==> src/pvar_pkg.sv <==
// ----------------------------------------------------------------------------
// pvar_pkg
// Shared widths, the per-set record and the back-end sequencer states.
// ----------------------------------------------------------------------------
package pvar_pkg;

    localparam int SAMPLE_W = 16;
    localparam int CNT_W    = 17;
    localparam int SUM_W    = 33;
    localparam int SQS_W    = 48;
    localparam int MEAN_W   = 16;
    localparam int VAR_W    = 32;
    localparam int PROD_W   = 64;
    localparam int DIVR_W   = 33;
    localparam int SQ_LO_W  = 24;

    typedef struct packed {
        logic [CNT_W-1:0]        count;
        logic signed [SUM_W-1:0] sum;
        logic [SQS_W-1:0]        sumsq;
        logic                    ovf;
    } set_rec_t;

    typedef enum logic [3:0] {
        B_IDLE,
        B_MUL_LO,
        B_MUL_HI,
        B_MUL_SQ,
        B_MUL_NN,
        B_NUM,
        B_MEAN_GO,
        B_MEAN_WAIT,
        B_VAR_GO,
        B_VAR_WAIT,
        B_DONE
    } back_state_t;

    typedef struct packed {
        logic pop;
        logic ld_lo;
        logic ld_hi;
        logic ld_sq;
        logic ld_nn;
        logic ld_num;
        logic div_start;
        logic div_sel_var;
        logic ld_mean;
        logic ld_var;
        logic out_load;
    } back_ctrl_t;

endpackage

==> src/pvar_front.sv <==
// ----------------------------------------------------------------------------
// pvar_front
// Takes samples, squares them, accumulates count/sum/sum of squares and
// pushes one record per set into the queue on the marked sample.
// ----------------------------------------------------------------------------
module pvar_front #(
    parameter int MAX_SAMPLES = 65536,
    parameter int SAMPLE_BITS = 16
) (
    input  logic                             clk,
    input  logic                             rst_n,
    input  logic                             in_valid,
    output logic                             in_stall,
    input  logic [pvar_pkg::SAMPLE_W-1:0]    sample,
    input  logic                             last_sample,
    output logic                             push,
    output pvar_pkg::set_rec_t               rec,
    input  logic                             q_full
);
    import pvar_pkg::*;

    localparam logic [CNT_W-1:0] MAX_CNT = CNT_W'(MAX_SAMPLES);

    logic signed [SAMPLE_BITS-1:0] x_raw;
    logic signed [SAMPLE_W-1:0]    x_ext;
    logic signed [2*SAMPLE_W-1:0]  x_sq;

    logic                        s1_valid_reg, s1_valid_next;
    logic signed [SAMPLE_W-1:0]  s1_x_reg;
    logic [2*SAMPLE_W-1:0]       s1_sq_reg;
    logic                        s1_last_reg;

    logic [CNT_W-1:0]        count_reg, count_next, count_upd;
    logic signed [SUM_W-1:0] sum_reg, sum_next, sum_upd;
    logic [SQS_W-1:0]        sumsq_reg, sumsq_next, sumsq_upd;
    logic                    ovf_reg, ovf_next, ovf_upd;

    logic blocked;
    logic accept;
    logic step;

    assign x_raw    = sample[SAMPLE_BITS-1:0];
    assign x_ext    = SAMPLE_W'(x_raw);
    assign x_sq     = x_ext * x_ext;
    assign blocked  = s1_valid_reg && s1_last_reg && q_full;
    assign in_stall = blocked;
    assign accept   = in_valid && !blocked;
    assign step     = s1_valid_reg && !blocked;

    assign s1_valid_next = blocked ? s1_valid_reg : in_valid;

    always_comb
    begin
        if (count_reg < MAX_CNT)
        begin
            count_upd = count_reg + CNT_W'(1);
            sum_upd   = sum_reg + SUM_W'(s1_x_reg);
            sumsq_upd = sumsq_reg + SQS_W'(s1_sq_reg);
            ovf_upd   = ovf_reg;
        end
        else
        begin
            count_upd = count_reg;
            sum_upd   = sum_reg;
            sumsq_upd = sumsq_reg;
            ovf_upd   = 1'b1;
        end
    end

    always_comb
    begin
        count_next = count_reg;
        sum_next   = sum_reg;
        sumsq_next = sumsq_reg;
        ovf_next   = ovf_reg;
        push       = 1'b0;
        if (step)
        begin
            if (s1_last_reg)
            begin
                push       = 1'b1;
                count_next = '0;
                sum_next   = '0;
                sumsq_next = '0;
                ovf_next   = 1'b0;
            end
            else
            begin
                count_next = count_upd;
                sum_next   = sum_upd;
                sumsq_next = sumsq_upd;
                ovf_next   = ovf_upd;
            end
        end
    end

    assign rec.count = count_upd;
    assign rec.sum   = sum_upd;
    assign rec.sumsq = sumsq_upd;
    assign rec.ovf   = ovf_upd;

    always_ff @(posedge clk or negedge rst_n)
    begin
        if (!rst_n)
        begin
            s1_valid_reg <= 1'b0;
            count_reg    <= '0;
            sum_reg      <= '0;
            sumsq_reg    <= '0;
            ovf_reg      <= 1'b0;
        end
        else
        begin
            s1_valid_reg <= s1_valid_next;
            count_reg    <= count_next;
            sum_reg      <= sum_next;
            sumsq_reg    <= sumsq_next;
            ovf_reg      <= ovf_next;
        end
    end

    always_ff @(posedge clk)
    begin
        if (accept)
        begin
            s1_x_reg    <= x_ext;
            s1_sq_reg   <= unsigned'(x_sq);
            s1_last_reg <= last_sample;
        end
    end

    a_count_limit: assert property (@(posedge clk) disable iff (!rst_n)
        count_reg <= MAX_CNT)
        else $error("sample count beyond limit");

endmodule

==> src/pvar_queue.sv <==
// ----------------------------------------------------------------------------
// pvar_queue
// Two-entry queue of set records between front and back.
// ----------------------------------------------------------------------------
module pvar_queue (
    input  logic                 clk,
    input  logic                 rst_n,
    input  logic                 push,
    input  pvar_pkg::set_rec_t   push_rec,
    output logic                 full,
    input  logic                 pop,
    output logic                 q_valid,
    output pvar_pkg::set_rec_t   head
);
    import pvar_pkg::*;

    set_rec_t    entry_reg [2];
    logic        wr_ptr_reg, wr_ptr_next;
    logic        rd_ptr_reg, rd_ptr_next;
    logic [1:0]  cnt_reg, cnt_next;

    assign full    = (cnt_reg == 2'd2);
    assign q_valid = (cnt_reg != 2'd0);
    assign head    = entry_reg[rd_ptr_reg];

    always_comb
    begin
        wr_ptr_next = push ? !wr_ptr_reg : wr_ptr_reg;
        rd_ptr_next = pop ? !rd_ptr_reg : rd_ptr_reg;
        cnt_next    = cnt_reg + 2'(push) - 2'(pop);
    end

    always_ff @(posedge clk or negedge rst_n)
    begin
        if (!rst_n)
        begin
            wr_ptr_reg <= 1'b0;
            rd_ptr_reg <= 1'b0;
            cnt_reg    <= '0;
        end
        else
        begin
            wr_ptr_reg <= wr_ptr_next;
            rd_ptr_reg <= rd_ptr_next;
            cnt_reg    <= cnt_next;
        end
    end

    always_ff @(posedge clk)
    begin
        if (push)
        begin
            entry_reg[wr_ptr_reg] <= push_rec;
        end
    end

    a_no_overrun: assert property (@(posedge clk) disable iff (!rst_n)
        push |-> !full)
        else $error("push into full queue");

endmodule

==> src/pvar_div.sv <==
// ----------------------------------------------------------------------------
// pvar_div
// Restoring divider, one quotient bit per cycle.
// ----------------------------------------------------------------------------
module pvar_div (
    input  logic                          clk,
    input  logic                          rst_n,
    input  logic                          start,
    input  logic [pvar_pkg::PROD_W-1:0]   dividend,
    input  logic [pvar_pkg::DIVR_W-1:0]   divisor,
    output logic                          done,
    output logic [pvar_pkg::PROD_W-1:0]   quotient
);
    import pvar_pkg::*;

    localparam int STEP_W = $clog2(PROD_W);

    logic                busy_reg, busy_next;
    logic                done_reg, done_next;
    logic [STEP_W-1:0]   step_reg, step_next;
    logic [PROD_W-1:0]   quo_reg, quo_next;
    logic [DIVR_W-1:0]   rem_reg, rem_next;
    logic [DIVR_W-1:0]   dvs_reg, dvs_next;

    logic [DIVR_W:0]     trial;
    logic [DIVR_W+1:0]   diff;
    logic                ge;

    assign trial    = {rem_reg, quo_reg[PROD_W-1]};
    assign diff     = {1'b0, trial} - {2'b00, dvs_reg};
    assign ge       = !diff[DIVR_W+1];
    assign done     = done_reg;
    assign quotient = quo_reg;

    always_comb
    begin
        busy_next = busy_reg;
        done_next = 1'b0;
        step_next = step_reg;
        quo_next  = quo_reg;
        rem_next  = rem_reg;
        dvs_next  = dvs_reg;
        if (start)
        begin
            busy_next = 1'b1;
            step_next = STEP_W'(PROD_W - 1);
            quo_next  = dividend;
            rem_next  = '0;
            dvs_next  = divisor;
        end
        else if (busy_reg)
        begin
            quo_next  = {quo_reg[PROD_W-2:0], ge};
            rem_next  = ge ? diff[DIVR_W-1:0] : trial[DIVR_W-1:0];
            step_next = step_reg - STEP_W'(1);
            if (step_reg == '0)
            begin
                busy_next = 1'b0;
                done_next = 1'b1;
            end
        end
    end

    always_ff @(posedge clk or negedge rst_n)
    begin
        if (!rst_n)
        begin
            busy_reg <= 1'b0;
            done_reg <= 1'b0;
            step_reg <= '0;
        end
        else
        begin
            busy_reg <= busy_next;
            done_reg <= done_next;
            step_reg <= step_next;
        end
    end

    always_ff @(posedge clk)
    begin
        quo_reg <= quo_next;
        rem_reg <= rem_next;
        dvs_reg <= dvs_next;
    end

endmodule

==> src/pvar_back.sv <==
// ----------------------------------------------------------------------------
// pvar_back
// Per-set sequencer: shared multiplier for n*sumsq, sum^2 and n^2, then two
// passes through the iterative divider for mean and variance.
// ----------------------------------------------------------------------------
module pvar_back (
    input  logic                              clk,
    input  logic                              rst_n,
    input  logic                              q_valid,
    input  pvar_pkg::set_rec_t                head,
    output logic                              pop,
    output logic                              out_valid,
    input  logic                              out_stall,
    output logic signed [pvar_pkg::MEAN_W-1:0] mean,
    output logic [pvar_pkg::VAR_W-1:0]        variance,
    output logic [pvar_pkg::CNT_W-1:0]        sample_count,
    output logic                              overflow
);
    import pvar_pkg::*;

    localparam int MUL_W = SUM_W;

    back_state_t state_reg, state_next;
    back_ctrl_t  ctrl;

    logic [MUL_W-1:0]     mul_a, mul_b;
    logic [2*MUL_W-1:0]   mul_p;

    logic [CNT_W-1:0]     n_reg;
    logic                 neg_reg;
    logic [SUM_W-1:0]     smag_reg;
    logic [SQS_W-1:0]     sumsq_reg;
    logic                 ovf_reg;
    logic [PROD_W-1:0]    nsq_reg;
    logic [PROD_W-1:0]    hi_reg;
    logic [PROD_W-1:0]    sq_reg;
    logic [DIVR_W-1:0]    nn_reg;
    logic [PROD_W-1:0]    num_reg;
    logic [MEAN_W-1:0]    mean_q_reg;
    logic [VAR_W-1:0]     var_q_reg;

    logic [SUM_W-1:0]     head_sum_u;
    logic [SUM_W-1:0]     head_smag;
    logic [PROD_W:0]      num_diff;

    logic                 div_done;
    logic [PROD_W-1:0]    div_quo;
    logic [PROD_W-1:0]    div_dividend;
    logic [DIVR_W-1:0]    div_divisor;

    logic                 out_valid_reg, out_valid_next;
    logic [MEAN_W-1:0]    mean_reg;
    logic [VAR_W-1:0]     var_reg;
    logic [CNT_W-1:0]     cnt_out_reg;
    logic                 ovf_out_reg;

    assign head_sum_u = unsigned'(head.sum);
    assign head_smag  = head_sum_u[SUM_W-1] ? (~head_sum_u + SUM_W'(1)) : head_sum_u;
    assign num_diff   = {1'b0, nsq_reg} - {1'b0, sq_reg};
    assign mul_p      = mul_a * mul_b;

    assign div_dividend = ctrl.div_sel_var ? num_reg : PROD_W'(smag_reg);
    assign div_divisor  = ctrl.div_sel_var ? nn_reg : DIVR_W'(n_reg);

    pvar_div u_div (
        .clk      (clk),
        .rst_n    (rst_n),
        .start    (ctrl.div_start),
        .dividend (div_dividend),
        .divisor  (div_divisor),
        .done     (div_done),
        .quotient (div_quo)
    );

    always_comb
    begin
        state_next = state_reg;
        case (state_reg)
            B_IDLE:      if (q_valid) state_next = B_MUL_LO;
            B_MUL_LO:    state_next = B_MUL_HI;
            B_MUL_HI:    state_next = B_MUL_SQ;
            B_MUL_SQ:    state_next = B_MUL_NN;
            B_MUL_NN:    state_next = B_NUM;
            B_NUM:       state_next = B_MEAN_GO;
            B_MEAN_GO:   state_next = B_MEAN_WAIT;
            B_MEAN_WAIT: if (div_done) state_next = B_VAR_GO;
            B_VAR_GO:    state_next = B_VAR_WAIT;
            B_VAR_WAIT:  if (div_done) state_next = B_DONE;
            B_DONE:      if (!out_valid_reg || !out_stall) state_next = B_IDLE;
            default:     state_next = B_IDLE;
        endcase
    end

    always_comb
    begin
        ctrl  = '0;
        mul_a = MUL_W'(n_reg);
        mul_b = MUL_W'(n_reg);
        case (state_reg)
            B_IDLE:
            begin
                ctrl.pop = q_valid;
            end
            B_MUL_LO:
            begin
                ctrl.ld_lo = 1'b1;
                mul_b      = MUL_W'(sumsq_reg[SQ_LO_W-1:0]);
            end
            B_MUL_HI:
            begin
                ctrl.ld_hi = 1'b1;
                mul_b      = MUL_W'(sumsq_reg[SQS_W-1:SQ_LO_W]);
            end
            B_MUL_SQ:
            begin
                ctrl.ld_sq = 1'b1;
                mul_a      = smag_reg;
                mul_b      = smag_reg;
            end
            B_MUL_NN:
            begin
                ctrl.ld_nn = 1'b1;
            end
            B_NUM:
            begin
                ctrl.ld_num = 1'b1;
            end
            B_MEAN_GO:
            begin
                ctrl.div_start = 1'b1;
            end
            B_MEAN_WAIT:
            begin
                ctrl.ld_mean = div_done;
            end
            B_VAR_GO:
            begin
                ctrl.div_start   = 1'b1;
                ctrl.div_sel_var = 1'b1;
            end
            B_VAR_WAIT:
            begin
                ctrl.div_sel_var = 1'b1;
                ctrl.ld_var      = div_done;
            end
            B_DONE:
            begin
                ctrl.out_load = !out_valid_reg || !out_stall;
            end
            default:
            begin
                ctrl = '0;
            end
        endcase
    end

    assign pop            = ctrl.pop;
    assign out_valid_next = ctrl.out_load || (out_valid_reg && out_stall);

    always_ff @(posedge clk or negedge rst_n)
    begin
        if (!rst_n)
        begin
            state_reg     <= B_IDLE;
            out_valid_reg <= 1'b0;
        end
        else
        begin
            state_reg     <= state_next;
            out_valid_reg <= out_valid_next;
        end
    end

    always_ff @(posedge clk)
    begin
        if (ctrl.pop)
        begin
            n_reg     <= head.count;
            neg_reg   <= head_sum_u[SUM_W-1];
            smag_reg  <= head_smag;
            sumsq_reg <= head.sumsq;
            ovf_reg   <= head.ovf;
        end
        if (ctrl.ld_lo)
        begin
            nsq_reg <= mul_p[PROD_W-1:0];
        end
        if (ctrl.ld_hi)
        begin
            hi_reg <= mul_p[PROD_W-1:0];
        end
        if (ctrl.ld_sq)
        begin
            sq_reg <= mul_p[PROD_W-1:0];
        end
        if (ctrl.ld_nn)
        begin
            nn_reg  <= mul_p[DIVR_W-1:0];
            nsq_reg <= nsq_reg + {hi_reg[PROD_W-SQ_LO_W-1:0], {SQ_LO_W{1'b0}}};
        end
        if (ctrl.ld_num)
        begin
            num_reg <= num_diff[PROD_W] ? '0 : num_diff[PROD_W-1:0];
        end
        if (ctrl.ld_mean)
        begin
            mean_q_reg <= neg_reg ? (~div_quo[MEAN_W-1:0] + MEAN_W'(1))
                                  : div_quo[MEAN_W-1:0];
        end
        if (ctrl.ld_var)
        begin
            var_q_reg <= div_quo[VAR_W-1:0];
        end
        if (ctrl.out_load)
        begin
            mean_reg    <= mean_q_reg;
            var_reg     <= var_q_reg;
            cnt_out_reg <= n_reg;
            ovf_out_reg <= ovf_reg;
        end
    end

    assign out_valid    = out_valid_reg;
    assign mean         = signed'(mean_reg);
    assign variance     = var_reg;
    assign sample_count = cnt_out_reg;
    assign overflow     = ovf_out_reg;

    a_div_done_waited: assert property (@(posedge clk) disable iff (!rst_n)
        div_done |-> (state_reg == B_MEAN_WAIT || state_reg == B_VAR_WAIT))
        else $error("divider finished outside a wait state");

    a_load_when_free: assert property (@(posedge clk) disable iff (!rst_n)
        ctrl.out_load |-> (!out_valid_reg || !out_stall))
        else $error("result overwritten before taken");

    a_pop_nonempty: assert property (@(posedge clk) disable iff (!rst_n)
        ctrl.pop |-> q_valid)
        else $error("pop from empty queue");

endmodule

==> src/population_variance_top.sv <==
// Throughput: one sample per cycle while in_stall is low; results per set are paced
// by two 64-step passes through the shared iterative divider.
// A two-entry record queue lets samples keep flowing while the back end works.
// Reset (rst_n, async, active low) clears sums, count, queue and sequencer.
// ----------------------------------------------------------------------------
// population_variance_top
// Streaming population mean and variance of signed Q8.8 samples.
// ----------------------------------------------------------------------------
module population_variance_top #(
    parameter int MAX_SAMPLES = 65536,
    parameter int SAMPLE_BITS = 16
) (
    input  logic                               clk,
    input  logic                               rst_n,
    input  logic                               in_valid,
    output logic                               in_stall,
    input  logic signed [pvar_pkg::SAMPLE_W-1:0] sample,
    input  logic                               last_sample,
    output logic                               out_valid,
    input  logic                               out_stall,
    output logic signed [pvar_pkg::MEAN_W-1:0] mean,
    output logic [pvar_pkg::VAR_W-1:0]         variance,
    output logic [pvar_pkg::CNT_W-1:0]         sample_count,
    output logic                               overflow
);
    import pvar_pkg::*;

    logic     push;
    set_rec_t push_rec;
    logic     q_full;
    logic     pop;
    logic     q_valid;
    set_rec_t head;

    pvar_front #(
        .MAX_SAMPLES (MAX_SAMPLES),
        .SAMPLE_BITS (SAMPLE_BITS)
    ) u_front (
        .clk         (clk),
        .rst_n       (rst_n),
        .in_valid    (in_valid),
        .in_stall    (in_stall),
        .sample      (unsigned'(sample)),
        .last_sample (last_sample),
        .push        (push),
        .rec         (push_rec),
        .q_full      (q_full)
    );

    pvar_queue u_queue (
        .clk      (clk),
        .rst_n    (rst_n),
        .push     (push),
        .push_rec (push_rec),
        .full     (q_full),
        .pop      (pop),
        .q_valid  (q_valid),
        .head     (head)
    );

    pvar_back u_back (
        .clk          (clk),
        .rst_n        (rst_n),
        .q_valid      (q_valid),
        .head         (head),
        .pop          (pop),
        .out_valid    (out_valid),
        .out_stall    (out_stall),
        .mean         (mean),
        .variance     (variance),
        .sample_count (sample_count),
        .overflow     (overflow)
    );

endmodule

==> config.mk <==
export PLATFORM = sky130hd
export DESIGN_NAME = population_variance_top
export DESIGN_NICKNAME = d
export VERILOG_FILES = /design/src/pvar_pkg.sv /design/src/pvar_front.sv /design/src/pvar_queue.sv /design/src/pvar_div.sv /design/src/pvar_back.sv /design/src/population_variance_top.sv
export SDC_FILE = /design/constraint.sdc
export NUM_CORES = 2
export LEC_CHECK = 0
export CAP_MARGIN = 20
export CORE_UTILIZATION = 35
export CTS_CLUSTER_SIZE = 25
export DETAILED_ROUTE_END_ITERATION = 8
export DONT_BUFFER_PORTS = 1
export PLACE_DENSITY = 0.48
export RECOVER_POWER = 25
export SKIP_CTS_REPAIR_TIMING = 1
export SYNTH_ARGS = -nofsm -noshare
export SYNTH_HDL_FRONTEND = slang
export SYNTH_SLANG_ARGS = --single-unit
export TNS_END_PERCENT = 1
==> constraint.sdc <==
create_clock -name clk -period 10.8 [get_ports clk]
set_input_delay 0.54 -clock clk [delete_from_list [all_inputs] [get_ports clk]]
set_output_delay 0.54 -clock clk [all_outputs]
set_load 0.1 [all_outputs]
==> out/metrics.yaml <==
hold_path_end: "u_front.s1_sq_reg[2]"
clock_skew_ns: 0.0424
antenna_found_initial: 10
rsz0062_at_grt: "false"
grt_pass1_vias: 66142
drc: 0
reg2reg_depth: 30
fin_crit_sh_pct: 96.1
crit_type: "register to register"
cts.clk_slew.worst_paths_ns: 0.06
hold_path_depth: 1
worst_hold_path_type: "input port to register"
period_needed_ns: 10.38
synth_top_area_share_pct: 27.2
worstSkewPairLatency_ns: 0.77
drv_cap: 7
syn_avg_cell_area_um2: 10.2
setup_viol: 0
finalPower_mw: 15.7
synth_edf_count: 821
synth_common_cells: "inv_1 (1,642), fa_1 (1,198), nand2_1 (863)"
die_area_mm2: 0.261
synth_fp_nets: 10685
grt_usage_pct: 21.3
drive_gt1_share_pct: 6.25
finalMaxSlewViolations: 404
drtAntennaViolNets: 0
syn_inst: 8917
path_max_fanout: 59
nets: 10652
gp_congestion: 0.928
hold_violations: 0
largest_register_ffs: 198
die_w_um: 511
synth_area_mm2: 0.0907
grt_max_degree: 118
cts_buffers: 110
clock_path_buffers: 3
cpMaxStageDelayCell: "o21ai_0"
synth_flop_cell: "edfxtp_1"
ios: 89
htree_levels: 3
vdd_drop_max_mv: 0.227
critPathMaxStageDelay_ns: 0.75
cts.sinks: 971
vias: 62473
synth-async-reset-ratio_pct: 12.0
syn2layout_area_growth_pct: 9.39
synth_cell_type_count: 93
ff2ff_setup_slack_ns: 0.42
p_leak_nw: 43.9
crit_path_end_kind: "register"
yosys_warnings: 0
hpwl_um: 221000
cts_tree: "yes"
cp-start-kind: "register"
final.setup.tns_ns: 0
grt_pass1_wl_um: 420000
nFillCells: 25346
clock-root-buffer: "clkbuf_16"
status: "finished with violations"
worstSetupStartpoint: "u_back.state_reg[2]"
violations: "max-capacitance violations, max-slew violations"
timing.fmax_ghz: 0.0963
drt_wl_total_um: 278000
worst_ep_required_time_ns: 11.31
synth_most_common_cell: "inv_1"
numPortBuffers: 0
grt-ovfl-total: 0
critPathArrivalTime_ns: 10.89
design.core.area_mm2: 0.257
ys_ff_latch: 971
powerDensity_mw_per_mm2: 158
yosysTopAreaCell: "edfxtp_1"
max_slew_margin_pct: -429
initialDrtViolationCount: 4206
dr.pass1.iters: 6
row_count: 186
viasPerCell: 5.05
worstHoldStart: "sample[1]"
worstMarginPinSlew_ns: 7.94
rr_startpoint: "u_back.state_reg[2]"
r2r-end: "u_back.nsq_reg[58]"
die_h_um: 511
wl_per_cell_um: 22.5
ys_top_cells_by_area: "edfxtp_1 (27%), fa_1 (26%), ha_1 (7.6%)"
start_util_pct: 35.3
ys_seq_area_share_pct: 31.1
critical path, delay by kind of cell, from the launching register on:
kind,cells,cell delay [ns]
flip-flops,1,0.48
AND/OR/NAND/NOR,6,2.18
buffers and inverters,9,1.37
adder cells (fa/ha/maj),9,4.00
XOR/XNOR,1,0.16
multiplexers,1,0.27
AO/OA/AOI/OAI,4,1.58
cells in the final DEF (no fill, tap or decap), types with 93 or more instances in the layout:
cell	count
a21o_1	142
a21oi_1	301
and2_1	95
and3_1	151
buf_4	182
clkbuf_16	112
dfrtp_1	116
edfxtp_1	821
fa_1	1198
ha_1	549
inv_1	1640
nand2_1	860
nand2b_1	95
nand3_1	93
nor2_1	821
o21ai_0	322
xnor2_1	224
xor2_1	131
final cells by class:
| type | count | area [um2] | area share (%) |
|---|---|---|---|
| repair buffers | 212 | 1670 | 1.68 |
| multi-input cells | 5938 | 55200 | 55.6 |
| inverters | 1651 | 6200 | 6.25 |
| clock buffers | 145 | 3040 | 3.06 |
| diodes | 2 | 5.00 | 0.00504 |
| flip-flops and latches | 971 | 28200 | 28.5 |
| clock inverters | 60 | 646 | 0.651 |
| well taps | 3384 | 4230 | 4.27 |
cells by family (layout without fill, tap and decap cells):
kind of cell             count (synthesis)  in the layout  synth area share (%)
buffers and inverters                 2008           2068                  8.34
XOR/XNOR                               355            355                  3.43
multiplexers                           186            186                  2.19
other                                    0              2                     0
AO/OA/AOI/OAI                         1277           1277                  9.30
flip-flops                             971            971                  31.1
AND/OR/NAND/NOR                       2373           2373                  11.6
adder cells (fa/ha/maj)               1747           1747                  34.0
per-stage QoR:
step	instances	setup WS (ns)	utilization (%)	area [um2]	hold WS, ns
floorplan	8917	0.187	-	90700	0.244
global placement	12131	0.629	37.1	95300	0.263
detailed placement	12133	0.560	37.1	95300	0.262
CTS	12338	0.533	38.5	99000	-0.583
global route	12361	0.0513	38.6	99200	0.0421
finish	12363	0.418	38.6	99200	0.0732
power breakdown:
part | internal (mW) | switching, mW | leakage [nW]
Combinational | 2.92 | 3.85 | 33.5
Clock | 2.20 | 1.62 | 1.79
Sequential | 4.93 | 0.192 | 8.63
metal layers:
metal  track usage (%)  vias to the layer above  part of all wire [%]
li1                  -                    28832                     -
met1              27.7                    31545                    43
met2              36.4                     1699                    48
met3              2.46                      391                   5.2
met4              7.90                        6                   3.9
met5                 0                        -                 0.011
worst max path at each step:
stage                              end  slack, ns  cells past startpoint
global placement    u_back.nsq_reg[58]       0.63                     33
detailed placement  u_back.nsq_reg[58]       0.56                     33
finish              u_back.nsq_reg[58]       0.42                     30
CTS                 u_back.nsq_reg[58]       0.53                     30
global route        u_back.nsq_reg[57]       0.05                     33
floorplan           u_back.nsq_reg[57]       0.19                     31
Note: power is estimated with default switching activity, not from simulation.
